**src/hw/rtl/phase_binned_waveform_learner_top_macros.svh**
```systemverilog
// ----------------------------------------------------------------------------
// Phase-binned waveform learner assertion macros
// Shared macros for the concurrent checks of the learner.
// ----------------------------------------------------------------------------
`ifndef PHASE_BINNED_WAVEFORM_LEARNER_TOP_MACROS_SVH
`define PHASE_BINNED_WAVEFORM_LEARNER_TOP_MACROS_SVH

// Check that is switched off while reset is high.
`define PBWL_ASSERT(label, prop, msg) \
   label: assert property (@(posedge clock) disable iff (reset) prop) else $error(msg);

// Check that also holds across reset.
`define PBWL_ASSERT_ALWAYS(label, prop, msg) \
   label: assert property (@(posedge clock) prop) else $error(msg);

`endif

```
**src/hw/rtl/pbwl_pkg.sv**
```systemverilog
// ----------------------------------------------------------------------------
// Phase-binned waveform learner package
// Shared sizes, codes, constants and types of the learner.
// ----------------------------------------------------------------------------
package pbwl_pkg;

   localparam int BINS   = 64;
   localparam int ADDR_W = $clog2(BINS);

   localparam logic [1:0] MODE_IDLE     = 2'd0;
   localparam logic [1:0] MODE_LEARNING = 2'd1;
   localparam logic [1:0] MODE_DONE     = 2'd2;
   localparam logic [1:0] MODE_FINISHED = 2'd3;

   localparam logic [1:0] REG_START_CYCLE  = 2'd0;
   localparam logic [1:0] REG_LEARN_CYCLES = 2'd1;
   localparam logic [1:0] REG_SLOPE_SCALE  = 2'd2;

   localparam logic [15:0] SLOPE_SCALE_RESET = 16'd256;

   // Division by ten as a multiplication by ceil(2^23 / 10), exact below 2^22.
   localparam int          RECIP_SHIFT = 23;
   localparam logic [19:0] RECIP       = 20'd838861;
   // Offset of 32768 * 10 makes the blend sum positive before the division.
   localparam logic signed [21:0] BLEND_BIAS = 22'sd327680;

   typedef struct packed {
      logic               unwritten;
      logic signed [15:0] wave;
      logic signed [31:0] slope;
   } entry_type;

   typedef struct packed {
      logic blend_en;
      logic diff_en;
      logic mult_en;
   } calc_ctrl_type;

   typedef struct packed {
      logic [1:0]  mode;
      logic        was_learning;
      logic [15:0] slope_scale;
   } mode_status_type;

endpackage

```
**src/hw/rtl/pbwl_mode.sv**
```systemverilog
// ----------------------------------------------------------------------------
// Mode and configuration registers
// Holds the configuration and steps the four-state learning mode per item.
// ----------------------------------------------------------------------------
module pbwl_mode (
   input  logic                      clock,
   input  logic                      reset,
   input  logic                      csr_we,
   input  logic [1:0]                csr_index,
   input  logic [15:0]               csr_wdata,
   input  logic                      accept,
   input  logic [15:0]               tick_cycle,
   output pbwl_pkg::mode_status_type status
);
   import pbwl_pkg::*;

   logic [15:0] start_ff;
   logic [15:0] learn_ff;
   logic [15:0] scale_ff;
   logic [1:0]  mode_ff;
   logic [1:0]  mode_in;
   logic        was_learning_ff;
   logic [16:0] window_end;

   assign window_end = {1'b0, start_ff} + {1'b0, learn_ff};

   always_comb begin
      mode_in = mode_ff;
      if (tick_cycle < start_ff) begin
         mode_in = MODE_IDLE;
      end else if (mode_ff == MODE_IDLE && {1'b0, tick_cycle} < window_end) begin
         mode_in = MODE_LEARNING;
      end else if (mode_ff == MODE_LEARNING && {1'b0, tick_cycle} >= window_end) begin
         mode_in = MODE_DONE;
      end
      if (mode_ff == MODE_DONE) begin
         mode_in = MODE_FINISHED;
      end
   end

   always_ff @(posedge clock) begin
      if (reset) begin
         start_ff        <= 16'd0;
         learn_ff        <= 16'd0;
         scale_ff        <= SLOPE_SCALE_RESET;
         mode_ff         <= MODE_IDLE;
         was_learning_ff <= 1'b0;
      end else begin
         if (csr_we) begin
            case (csr_index)
               REG_START_CYCLE:  start_ff <= csr_wdata;
               REG_LEARN_CYCLES: learn_ff <= csr_wdata;
               REG_SLOPE_SCALE:  scale_ff <= csr_wdata;
               default: ;
            endcase
         end
         if (accept) begin
            mode_ff         <= mode_in;
            was_learning_ff <= (mode_ff == MODE_LEARNING);
         end
      end
   end

   assign status.mode         = mode_ff;
   assign status.was_learning = was_learning_ff;
   assign status.slope_scale  = scale_ff;

endmodule

```
**config.mk**
```make
export PLATFORM = sky130hd
export DESIGN_NAME = pbwl_mode
export DESIGN_NICKNAME = d
export VERILOG_FILES = /design/src/hw/rtl/phase_binned_waveform_learner_top_macros.svh /design/src/hw/rtl/pbwl_pkg.sv /design/src/hw/rtl/pbwl_mode.sv
export SDC_FILE = /design/constraint.sdc
export NUM_CORES = 1
export LEC_CHECK = 0
export ABC_AREA = 0
export BUFFER_PORTS_ARGS = -buffer_cell sky130_fd_sc_hd__buf_4
export CAP_MARGIN = 20
export CORE_ASPECT_RATIO = 1.25
export CORE_MARGIN = 3
export CORE_UTILIZATION = 63
export CTS_BUF_LIST = sky130_fd_sc_hd__clkbuf_8
export DETAILED_ROUTE_END_ITERATION = 6
export HOLD_SLACK_MARGIN = 0.15
export PLACE_DENSITY_LB_ADDON = 0.3
export SLEW_MARGIN = 20
export SYNTH_ARGS = -nofsm -noshare
export SYNTH_HDL_FRONTEND = slang
export SYNTH_SLANG_ARGS = --single-unit
```
**constraint.sdc**
```tcl
create_clock -name clock -period 9.9 [get_ports clock]
set_clock_uncertainty 0.15 [all_clocks]
set_input_delay 0.99 -clock clock [delete_from_list [all_inputs] [get_ports clock]]
set_output_delay 0.99 -clock clock [all_outputs]
set_load 0.05 [all_outputs]
```
==> results.sh <==
export IMPL_cts_tree="yes"
export IMPL_yosysMostFrequentCell="nand2_1"
export IMPL_place_area_sq_um=3710
export IMPL_crit_path_frequent_cell="a21o_1"
export IMPL_cp_end_kind="flop"
export IMPL_synth_top_cell_by_area="dfxtp_1"
export IMPL_gp_congestion=0.900
export IMPL_synth_area_sq_um=3280
export IMPL_worstMarginPinSlew_ns=1.05
export IMPL_track_usage_pct=26.0
export IMPL_via_count=3016
export IMPL_ant_nets=0
export IMPL_finalCritPeriodShare_pct=39.6
export IMPL_post_cts_buffers=0
export IMPL_rsz0062_at_grt="no"
export IMPL_antenna_found_initial=0
export IMPL_num_rows=28
export IMPL_clock_latency_ns=0.30
export IMPL_post_cts_resize_count=0
export IMPL_die_width_microns=70.5
export IMPL_yosysSeqAreaShare_pct=31.2
export IMPL_timing_fmax_mhz=255
export IMPL_slew_headroom_pct=29.8
export IMPL_regArea_sq_um=1020
export IMPL_fin_nets=543
export IMPL_wirelength_microns=7690
export IMPL_netlist_instances=409
export IMPL_fin_crit_ns=3.92
export IMPL_yosysUniqueCellTypes=44
export IMPL_path_class="flop to flop"
export IMPL_finalSetupViolations=0
export IMPL_cts_root_buf="clkbuf_8"
export IMPL_synth_edf_count=0
export IMPL_ys_ff_latch=51
export IMPL_crit_start="start_ff[0]"
export IMPL_synth_nets=495
export IMPL_place_hpwl_microns=5960
export IMPL_async_reset_ff_share_pct=0
export IMPL_grt_pass1_vias=3002
export IMPL_hold_viol_final=0
export IMPL_cpLargestDelayFamily="compound AO/OA/AOI/OAI gates"
export IMPL_grt_overflow_total=0
export IMPL_clk_pin_slew_worst_paths_ns=0.10
export IMPL_grt_max_degree=54
export IMPL_worst_ep_required_time_ns=9.94
export IMPL_final_cells=518
export IMPL_initial_utilization_pct=67.3
export IMPL_irDropWorstVdd_mv=0.123
export IMPL_drive_above_1_share_pct=16.8
export IMPL_drc=0
export IMPL_fin_tns_setup_ns=0
export IMPL_ys_flop_type="dfxtp_1"
export IMPL_worst_path_max_delay_cell="or4_1"
export IMPL_cp_num_buf_inv=0
export IMPL_ys_top_cells_by_count="nand2_1 (99), a21oi_1 (62), dfxtp_1 (51), ha_1 (47), inv_1 (21)"
export IMPL_worstHoldStart="scale_ff[10]"
export IMPL_yosys_warnings=0
export IMPL_fp_dieArea_sq_um=6110
export IMPL_ioPinCount=57
export IMPL_port_buffers=56
export IMPL_powerDensity_nw_per_um2=114
export IMPL_cts_hold_buf=0
export IMPL_r2r_start="start_ff[0]"
export IMPL_core_area_sq_um=4870
export IMPL_yosysTopAreaCellShare_pct=31.2
export IMPL_cts_made_buffers=5
export IMPL_syn_to_final_growth_pct=16.1
export IMPL_avgSynthCellArea_sq_um=8.01
export IMPL_dp_cells=510
export IMPL_start_kind="flop"
export IMPL_hp_class="flop to flop"
export IMPL_cp_cell_sequence="ha_1 > fa_1 > a21oi_2 > o22ai_1 > o41ai_4 > o21ai_2 > a21o_1 > a21o_1 > xnor2_1 > ha_1 > nand3_1 > o21ai_0 > a21o_1 > nor3_1 > or4_1"
export IMPL_grt_pass1_wl_microns=13200
export IMPL_htreeDepth=2
export IMPL_status="finished clean"
export IMPL_hold_ws_ns=0.309
export IMPL_die_h_microns=86.6
export IMPL_drt_iter0_markers=106
export IMPL_cts_sinks=51
export IMPL_vias_per_cell=5.82
export IMPL_fin_area_sq_um=3800
export IMPL_power_leakage_nw=1.62
export IMPL_ys_top_cells_by_area="dfxtp_1 (31%), ha_1 (18%), nand2_1 (11%)"
export IMPL_fillers=336
export IMPL_clock_path_buffers=2
export IMPL_crit_fanout=3
export IMPL_firstDrtPassIters=4
export IMPL_cpPeakStageDelay_ns=0.50
export IMPL_slew_violations=0
export IMPL_critPathArrivalTime_ns=3.96
export IMPL_wl_per_cell_microns=14.8
export IMPL_multi_input_area_sq_um=2110
export IMPL_cap_violations=0
export IMPL_n_antenna_cell=0
worst min-delay path, stage by stage (launching register included):
cell and delay, ns:
dfxtp_1 0.32, nand2_1 0.05, a21oi_1 0.05
layer usage:
metal  global-route usage, %  routed length [microns]  share of wire [%]  vias to the layer above
met5                       0                        0                  0                        -
met4                    9.06                      167                2.2                        0
met3                    4.64                      392                5.1                       19
met2                    45.9                     3730                 49                       95
met1                    31.7                     3400                 44                     1381
li1                        -                        -                  -                     1521
registers in the layout, summed over array words and instances, names as in the netlist:
name / cells
scale_ff: 16
was_learning_ff: 1
start_ff: 16
learn_ff: 16
mode_ff: 2
worst paths after layout:
check / end / slack (ns) / cells past startpoint
setup reg to reg: mode_ff[0] / 5.98 / 15
hold / removal: scale_ff[10] / 0.31 / 2
hold reg to reg: scale_ff[10] / 0.31 / 2
setup / recovery: mode_ff[0] / 5.98 / 15
layout make-up:
cell class              count  share of cell area (%)
clock buffers               5                    1.81
flip-flops and latches     51                    26.8
well taps                  60                    1.97
clock inverters             3                   0.526
repair buffers             57                    11.2
inverters                  21                    2.07
multi-input cells         321                    55.5
power breakdown:
part	switching (W)	internal, W	leakage (nW)	total (W)
Clock	0.0000727	0.0000499	0.0460	0.000123
Combinational	0.0000548	0.0000398	1.16	0.0000947
Sequential	0.00000576	0.000212	0.414	0.000218
Total	0.000133	0.000302	1.62	0.000435
logic make-up (layout without fill, tap and decap cells):
logic type	count (synthesis)	after routing	synth area share [%]
fa+ha+maj	48	48	18.6
flops	51	51	31.2
xor+xnor	14	14	3.74
simple gates	147	147	20.0
compound gates	112	112	22.2
buf+inv	37	86	4.35
cells in the final DEF (no fill, tap or decap), drive strengths merged, types with 2 or more instances in the layout:
master and n:
nand2b 6, a211oi 8, buf 57, a21oi 63, xnor2 7, o21ai 11
o21a 3, clkbuf 5, nand3b 2, dfxtp 51, nor2b 3, and4 3
ha 47, inv 23, o21bai 4, xor2 7, nand3 8, o22ai 2
a21o 13, a221oi 2, nor2 12, nor3 2, nor3b 2, nand4 4
nand2 99, or4 2
metrics by stage:
stage	util, %	power (W)	setup WS (ns)
after floorplan	-	0.000283	6.31
after global placement	76.3	0.000313	6.15
after detailed placement	76.3	0.000317	6.03
after CTS	78.1	0.000435	6.01
after global routing	78.1	0.000457	5.71
final	78.1	0.000435	5.98
No activity file was read; power rests on OpenSTA's default activity.
