### config.mk
export PLATFORM = sky130hd
export DESIGN_NAME = pbwl_calc
export DESIGN_NICKNAME = d
export VERILOG_FILES = /design/src/hw/rtl/phase_binned_waveform_learner_top_macros.svh /design/src/hw/rtl/pbwl_pkg.sv /design/src/hw/rtl/pbwl_calc.sv
export SDC_FILE = /design/constraint.sdc
export NUM_CORES = 1
export LEC_CHECK = 0
export BUFFER_PORTS_ARGS = -buffer_cell sky130_fd_sc_hd__buf_4
export CORE_UTILIZATION = 50
export DETAILED_ROUTE_END_ITERATION = 10
export GPL_TIMING_DRIVEN = 0
export PLACE_DENSITY_LB_ADDON = 0.15
export SLEW_MARGIN = 25
export SYNTH_ARGS = -nofsm -noshare
export SYNTH_HDL_FRONTEND = slang
export SYNTH_SLANG_ARGS = --single-unit
### constraint.sdc
create_clock -name clock -period 13.7 [get_ports clock]
set_input_delay 2.74 -clock clock [delete_from_list [all_inputs] [get_ports clock]]
set_output_delay 2.74 -clock clock [all_outputs]
set_load 0.005 [all_outputs]
### src/hw/rtl/phase_binned_waveform_learner_top_macros.svh
// ----------------------------------------------------------------------------
// Phase-binned waveform learner assertion macros
// Shared macros for the concurrent checks of the learner.
// ----------------------------------------------------------------------------
`ifndef PHASE_BINNED_WAVEFORM_LEARNER_TOP_MACROS_SVH
`define PHASE_BINNED_WAVEFORM_LEARNER_TOP_MACROS_SVH

// Check that is switched off while reset is high.
`define PBWL_ASSERT(label, prop, msg) \
   label: assert property (@(posedge clock) disable iff (reset) prop) else $error(msg);

// Check that also holds across reset.
`define PBWL_ASSERT_ALWAYS(label, prop, msg) \
   label: assert property (@(posedge clock) prop) else $error(msg);

`endif

### src/hw/rtl/pbwl_pkg.sv
// ----------------------------------------------------------------------------
// Phase-binned waveform learner package
// Shared sizes, codes, constants and types of the learner.
// ----------------------------------------------------------------------------
package pbwl_pkg;

   localparam int BINS   = 64;
   localparam int ADDR_W = $clog2(BINS);

   localparam logic [1:0] MODE_IDLE     = 2'd0;
   localparam logic [1:0] MODE_LEARNING = 2'd1;
   localparam logic [1:0] MODE_DONE     = 2'd2;
   localparam logic [1:0] MODE_FINISHED = 2'd3;

   localparam logic [1:0] REG_START_CYCLE  = 2'd0;
   localparam logic [1:0] REG_LEARN_CYCLES = 2'd1;
   localparam logic [1:0] REG_SLOPE_SCALE  = 2'd2;

   localparam logic [15:0] SLOPE_SCALE_RESET = 16'd256;

   // Division by ten as a multiplication by ceil(2^23 / 10), exact below 2^22.
   localparam int          RECIP_SHIFT = 23;
   localparam logic [19:0] RECIP       = 20'd838861;
   // Offset of 32768 * 10 makes the blend sum positive before the division.
   localparam logic signed [21:0] BLEND_BIAS = 22'sd327680;

   typedef struct packed {
      logic               unwritten;
      logic signed [15:0] wave;
      logic signed [31:0] slope;
   } entry_type;

   typedef struct packed {
      logic blend_en;
      logic diff_en;
      logic mult_en;
   } calc_ctrl_type;

   typedef struct packed {
      logic [1:0]  mode;
      logic        was_learning;
      logic [15:0] slope_scale;
   } mode_status_type;

endpackage

### src/hw/rtl/pbwl_calc.sv
// ----------------------------------------------------------------------------
// Bin update datapath
// Blends the stored value with the sample and forms the saturated slope.
// ----------------------------------------------------------------------------
module pbwl_calc (
   input  logic                      clock,
   input  pbwl_pkg::calc_ctrl_type   ctrl,
   input  pbwl_pkg::entry_type       cur_entry,
   input  pbwl_pkg::entry_type       prev_entry,
   input  logic signed [15:0]        sample,
   input  logic [15:0]               slope_scale,
   output logic signed [15:0]        new_wave,
   output logic signed [31:0]        new_slope
);
   import pbwl_pkg::*;

   logic signed [21:0] acc;
   logic [39:0]        prod_ff;
   logic               fresh_ff;
   logic [15:0]        quot;
   logic signed [15:0] blend;
   logic signed [15:0] wave_ff;
   logic signed [16:0] diff_ff;
   logic signed [33:0] mult_ff;

   assign acc = $signed({{6{cur_entry.wave[15]}}, cur_entry.wave}) * 22'sd9
              + $signed({{6{sample[15]}}, sample}) + 22'sd5 + BLEND_BIAS;

   assign quot  = prod_ff[RECIP_SHIFT +: 16];
   assign blend = fresh_ff ? sample : $signed({~quot[15], quot[14:0]});

   always_ff @(posedge clock) begin
      if (ctrl.blend_en) begin
         prod_ff  <= {20'd0, acc[19:0]} * {20'd0, RECIP};
         fresh_ff <= cur_entry.unwritten;
      end
      if (ctrl.diff_en) begin
         wave_ff <= blend;
         diff_ff <= $signed({blend[15], blend}) - $signed({prev_entry.wave[15], prev_entry.wave});
      end
      if (ctrl.mult_en) begin
         mult_ff <= $signed({{17{diff_ff[16]}}, diff_ff}) * $signed({18'd0, slope_scale});
      end
   end

   always_comb begin
      if (mult_ff[33:31] == 3'b000 || mult_ff[33:31] == 3'b111) begin
         new_slope = mult_ff[31:0];
      end else if (mult_ff[33]) begin
         new_slope = 32'sh8000_0000;
      end else begin
         new_slope = 32'sh7FFF_FFFF;
      end
   end

   assign new_wave = wave_ff;

endmodule

==> results of run 1 <==
==> registers in the layout (all words and copies together), names as in the netlist <==
signal	cells
fresh_ff	1
diff_ff	17
mult_ff	34
prod_ff	16
new_wave	16
==> synthesized netlist by cell type (23+ instances only) <==
cell type | number | area [um2]
xor2_1 | 25 | 219
edfxtp_1 | 84 | 2520
clkbuf_1 | 48 | 180
a21o_1 | 23 | 173
o21ai_0 | 32 | 160
nor2_1 | 104 | 390
xnor2_1 | 59 | 517
ha_1 | 361 | 4520
inv_1 | 593 | 2230
fa_1 | 436 | 8730
a21oi_1 | 51 | 255
and2_1 | 123 | 769
nand2_1 | 185 | 694
==> worst max-delay path by stage <==
stage	startpoint	endpoint	slack, ns	depth (start not counted)
floorplan	cur_entry[40]	prod_ff[38]	2.22	32
global placement	cur_entry[36]	prod_ff[38]	0.50	34
global route	cur_entry[35]	prod_ff[38]	0.62	34
CTS	cur_entry[35]	prod_ff[38]	1.15	34
finish	cur_entry[36]	prod_ff[38]	1.03	34
detailed placement	cur_entry[35]	prod_ff[38]	0.77	34
==> routing by layer <==
| layer | vias to the layer above | global-route usage (%) | share of wire [%] | wire length (um) |
|---|---|---|---|---|
| met4 | 0 | 8.13 | 3.0 | 1630 |
| met2 | 420 | 42.4 | 48 | 26000 |
| li1 | 7199 | - | - | - |
| met1 | 7784 | 32.9 | 43 | 23600 |
| met3 | 74 | 5.04 | 5.9 | 3200 |
| met5 | - | 0 | 0 | 0 |
==> worst max-delay path: cells and delay by family <==
family                   cells  cell delay [ns]
AO/OA/AOI/OAI               12             3.35
XOR/XNOR                     2             0.49
buffers and inverters        3             0.25
AND/OR/NAND/NOR              4             0.74
adder cells (fa/ha/maj)     13             5.24
==> per-stage QoR <==
| stage | instance area, um2 | utilization (%) | worst slack [ns] | std cells | hold WS (ns) |
|---|---|---|---|---|---|
| 2_1_floorplan | 22500 | - | 2.22 | 2270 | 0.521 |
| 3_3_place_gp | 24000 | 54.2 | 0.497 | 2971 | 0.559 |
| 3_5_place_dp | 24100 | 54.3 | 0.765 | 2972 | 0.565 |
| 4_1_cts | 24400 | 55.0 | 1.15 | 2988 | 0.576 |
| 5_1_grt | 24400 | 55.0 | 0.619 | 2988 | 0.594 |
| 6_report | 24400 | 55.0 | 1.03 | 2988 | 0.574 |
==> cells by family after synthesis <==
group           Yosys count  share of synthesized area (%)
mux                      17                          0.829
buf+inv                 642                           10.7
flops                    84                           11.2
compound gates          172                           5.10
xor+xnor                 84                           3.27
fa+ha+maj               797                           58.9
simple gates            474                           9.94
==> final cells by class <==
class	instances	area [um2]
Timing Repair Buffer	110	826
Tap cell	592	741
Clock buffer	10	229
Sequential cell	84	2520
Multi-Input combinational cell	1544	17600
Inverter	593	2230
Buffer	49	184
Clock inverter	6	71.3
Fill cell	4008	20000
==> flow_summary_export.csv, run 1 <==
group,metric,value,unit
run_status,outcome,"finished clean",
die,die_width,214,um
clock_tree,cts_num_sinks,84,
global_routing,grt_usage,25.3,%
setup_path,r2r_cells,21,
clock_tree,path_clk_slew,0.08,ns
route,ant_nets,0,
die,start_util,50.7,%
clock_tree,cts_buffers,9,
min_path,worstHoldPathCells,1,
synthesis,synth_area,22500,um2
synthesis,synthArstFlopShare,0,%
finish,area_growth,8.34,%
min_path,worstHoldStart,"prod_ff[27]",
sta,tightest_slew,0.913,ns
setup_path,reg2reg_slack,6.47,ns
synthesis,synthesis.nets,3201,
finish,fin_nets,3322,
setup_path,slowest_delay,0.57,ns
route,drc,0,
global_routing,grt_pass1_vias,17100,
setup_path,r2r-end,"mult_ff[32]",
job,maxCapViolations,0,
clock_tree,cts_max_level,3,
setup_path,critical_path.max_fanout,5,
setup_path,startpoint_type,"input port",
clock_tree,insertion_delay,0.39,ns
sta,relSlewSlack,38.9,%
setup_path,cpMostUsedCell,"ha_1",
sta,report.final.hold_viol_count,0,
synthesis,syn-instance-count,2270,
setup_path,timing_worst_setup_path_type,"in -> reg",
sta,skew,0.0130,ns
min_path,hold_end,"new_wave[4]",
die,die_h,214,um
route,wl_per_cell,18.2,um
min_path,min_path_type,"reg -> reg",
route,drtPass1Iterations,5,
place,place.gp.congestion,0.926,
synthesis,synth_edf_count,84,
synthesis,ys.flop_type,"edfxtp_1",
synthesis,ys_ff_latch,84,
sta,fmaxAchievable,78.9,MHz
global_routing,gr-total-overflow,0,
finish,final_common_cell,"inv_1",
finish,antenna_cells,0,
route,wl,54500,um
die,pin_count,182,
clock_tree,cts.path.max_buffers,2,
route,vias,15500,
route,viasPerCell,5.18,
sta,rsz0062_at_grt,"false",
die,core,44300,um2
global_routing,grt_pass1_wl,88900,um
place,io_buffers,109,
synthesis,seq_area_frac_synth,11.2,%
setup_path,endpoint_kind,"register",
clock_tree,ctsResizeCount,0,
place,hpwl,47900,um
die,num_rows,77,
setup_path,cp_slowest_cell,"fa_1",
clock_tree,cts_tree,"yes",
sta,finalSetupViolCount,0,
setup_path,cp.required,13.83,ns
sta,period_needed,12.67,ns
die,die_area,45800,um2
setup_path,r2r-start,"diff_ff[14]",
clock_tree,cts_root_buf,"clkbuf_16",
route,drtIter0Drc,800,
sta,fin_tns_setup,0,ns
synthesis,netlist-cell-type-count,60,
global_routing,grt_max_degree,35,
finish,most-common-layout-cells,"inv_1, fa_1, ha_1",
global_routing,grt_antenna_before_repair,0,
sta,drv_slew,0,
synthesis,synth.avg_cell_area,9.90,um2
clock_tree,post_cts_buffers,0,
sta,fin_crit_sh,92.5,%
clock_tree,hold_buffers,0,
synthesis,synth_warnings,0,
setup_path,crit_arrival,12.80,ns
finish,drive_gt1_share,6.43,%
Power of run 1 is not shown: default switching activity piles up to over one toggle a cycle in this logic, so the estimate is an artifact.
==> run 2: changes to the inputs <==
Settings changed: CORE_MARGIN set to 8.
==> run 2 against run 1 <==
Effect of this change:
- count of clock-buffer cells in the layout is 1 lower
- routed wire length up 1.0%
- clock skew is essentially flat
- utilization hardly changed
- via count down 0.30%
- fmax rose by 2.7%
- cell count hardly changed
- global-route usage shrank 3.4 points
- setup slack improved by 0.33 ns
- first-iteration DRC count down 2.6%
- final area about the same
- largest cell class unchanged
==> flow_summary_export.csv, run 2 (synthesized netlist as in run 1, its figures left out) <==
group,metric,value,unit
run_status,outcome,"finished clean",
die,start_util,50.7,%
clock_tree,cts_tree,"yes",
die,pin_count,182,
die,die_h,228,um
route,vias,15400,
finish,regMostFlops,"mult_ff",
global_routing,gr-total-overflow,0,
sta,tightest_slew,0.994,ns
finish,post-route-util,54.9,%
route,viasPerCell,5.16,
setup_path,slowest_delay,0.55,ns
route,ant_nets,0,
global_routing,use_met3,3.98,%
sta,report.final.hold_viol_count,0,
sta,timing.hold.ws,0.583,ns
clock_tree,cts_buffers,9,
global_routing,gr-usage-met2,37.1,%
setup_path,r2r-end,"mult_ff[33]",
setup_path,r2r-start,"diff_ff[16]",
min_path,worstHoldPathCells,1,
route,wl,55000,um
finish,fin_cells,2989,
finish,drive_gt1_share,6.42,%
clock_tree,cts_root_buf,"clkbuf_16",
setup_path,cp_slowest_cell,"fa_1",
min_path,worstHoldStart,"prod_ff[27]",
finish,final_common_cell,"inv_1",
setup_path,startpoint_type,"input port",
global_routing,grt_pass1_vias,17100,
setup_path,cpMostUsedCell,"ha_1",
die,core,44300,um2
route,drtIter0Drc,779,
global_routing,top_usage_layer,"met2",
sta,skew,0.0130,ns
setup_path,r2r_cells,21,
finish,fin_nets,3323,
clock_tree,post_cts_buffers,0,
global_routing,grt_pass1_wl,90100,um
finish,largest_register_ffs,34,
route,wl_per_cell,18.4,um
route,drc,0,
place,place.gp.congestion,0.918,
setup_path,reg2reg_slack,6.44,ns
setup_path,endpoint_kind,"register",
global_routing,grt_max_degree,35,
sta,fin_crit_sh,90.1,%
place,io_buffers,109,
clock_tree,insertion_delay,0.39,ns
clock_tree,cts_max_level,3,
clock_tree,hold_buffers,0,
min_path,min_path_type,"reg -> reg",
finish,area_growth,8.25,%
route,drtPass1Iterations,5,
finish,reg_top3,"mult_ff: 34 flops, diff_ff: 17 flops",
global_routing,grtUsageMet1,28.8,%
die,die_width,228,um
die,die_area,52000,um2
sta,finalSetupViolCount,0,
clock_tree,cts_num_sinks,84,
global_routing,grt_usage,21.9,%
global_routing,grt_antenna_before_repair,0,
place,dp_cells,2973,
sta,rsz0062_at_grt,"false",
die,num_rows,77,
sta,relSlewSlack,33.7,%
sta,period_needed,12.34,ns
setup_path,cp.required,13.84,ns
setup_path,timing_worst_setup_path_type,"in -> reg",
job,maxCapViolations,0,
sta,drv_slew,0,
place,hpwl,48600,um
clock_tree,ctsResizeCount,0,
sta,fin_tns_setup,0,ns
setup_path,crit_arrival,12.47,ns
clock_tree,cts.path.max_buffers,2,
finish,antenna_cells,0,
finish,most-common-layout-cells,"inv_1, fa_1, ha_1",
sta,fmaxAchievable,81.1,MHz
clock_tree,path_clk_slew,0.08,ns
min_path,hold_end,"new_wave[4]",
setup_path,critical_path.max_fanout,5,
run 2: per-layer routing:
layer / wire length [um] / vias to the layer above / part of all wire (%)
met3: 3120 / 53 / 5.7
li1: - / 7199 / -
met2: 26500 / 370 / 48
met4: 1310 / 0 / 2.4
met5: 0 / - / 0
met1: 24100 / 7809 / 44
run 2: critical path: cells and delay by family:
family                   cells  cell delay, ns
AND/OR/NAND/NOR              2            0.78
XOR/XNOR                     2            0.52
buffers and inverters        3            0.23
AO/OA/AOI/OAI               13            3.19
adder cells (fa/ha/maj)     13            5.00
run 2: per-stage QoR:
step	instance area, um2	setup slack, ns
floorplan	22500	2.22
global route	24300	0.812
detailed placement	24100	0.926
CTS	24300	1.33
finish	24300	1.36
global placement	24000	0.415
run 2: cell type report:
cell class / count / area [um2]
Fill cell: 4047 / 20000
Buffer: 49 / 184
Sequential cell: 84 / 2520
Timing Repair Buffer: 111 / 837
Tap cell: 592 / 741
Multi-Input combinational cell: 1544 / 17600
Clock buffer: 9 / 225
Clock inverter: 7 / 43.8
Inverter: 593 / 2230
run 2: worst max-delay path by stage:
| stage | endpoint | slack, ns | from | cells after the start |
|---|---|---|---|---|
| after floorplan | prod_ff[38] | 2.22 | cur_entry[40] | 32 |
| after global placement | prod_ff[38] | 0.42 | cur_entry[40] | 33 |
| after detailed placement | prod_ff[38] | 0.93 | cur_entry[40] | 33 |
| after CTS | prod_ff[38] | 1.33 | cur_entry[40] | 33 |
| after global routing | prod_ff[38] | 0.81 | sample[4] | 33 |
| final | prod_ff[38] | 1.36 | cur_entry[40] | 33 |
Power of run 2 is left out for the same reason.
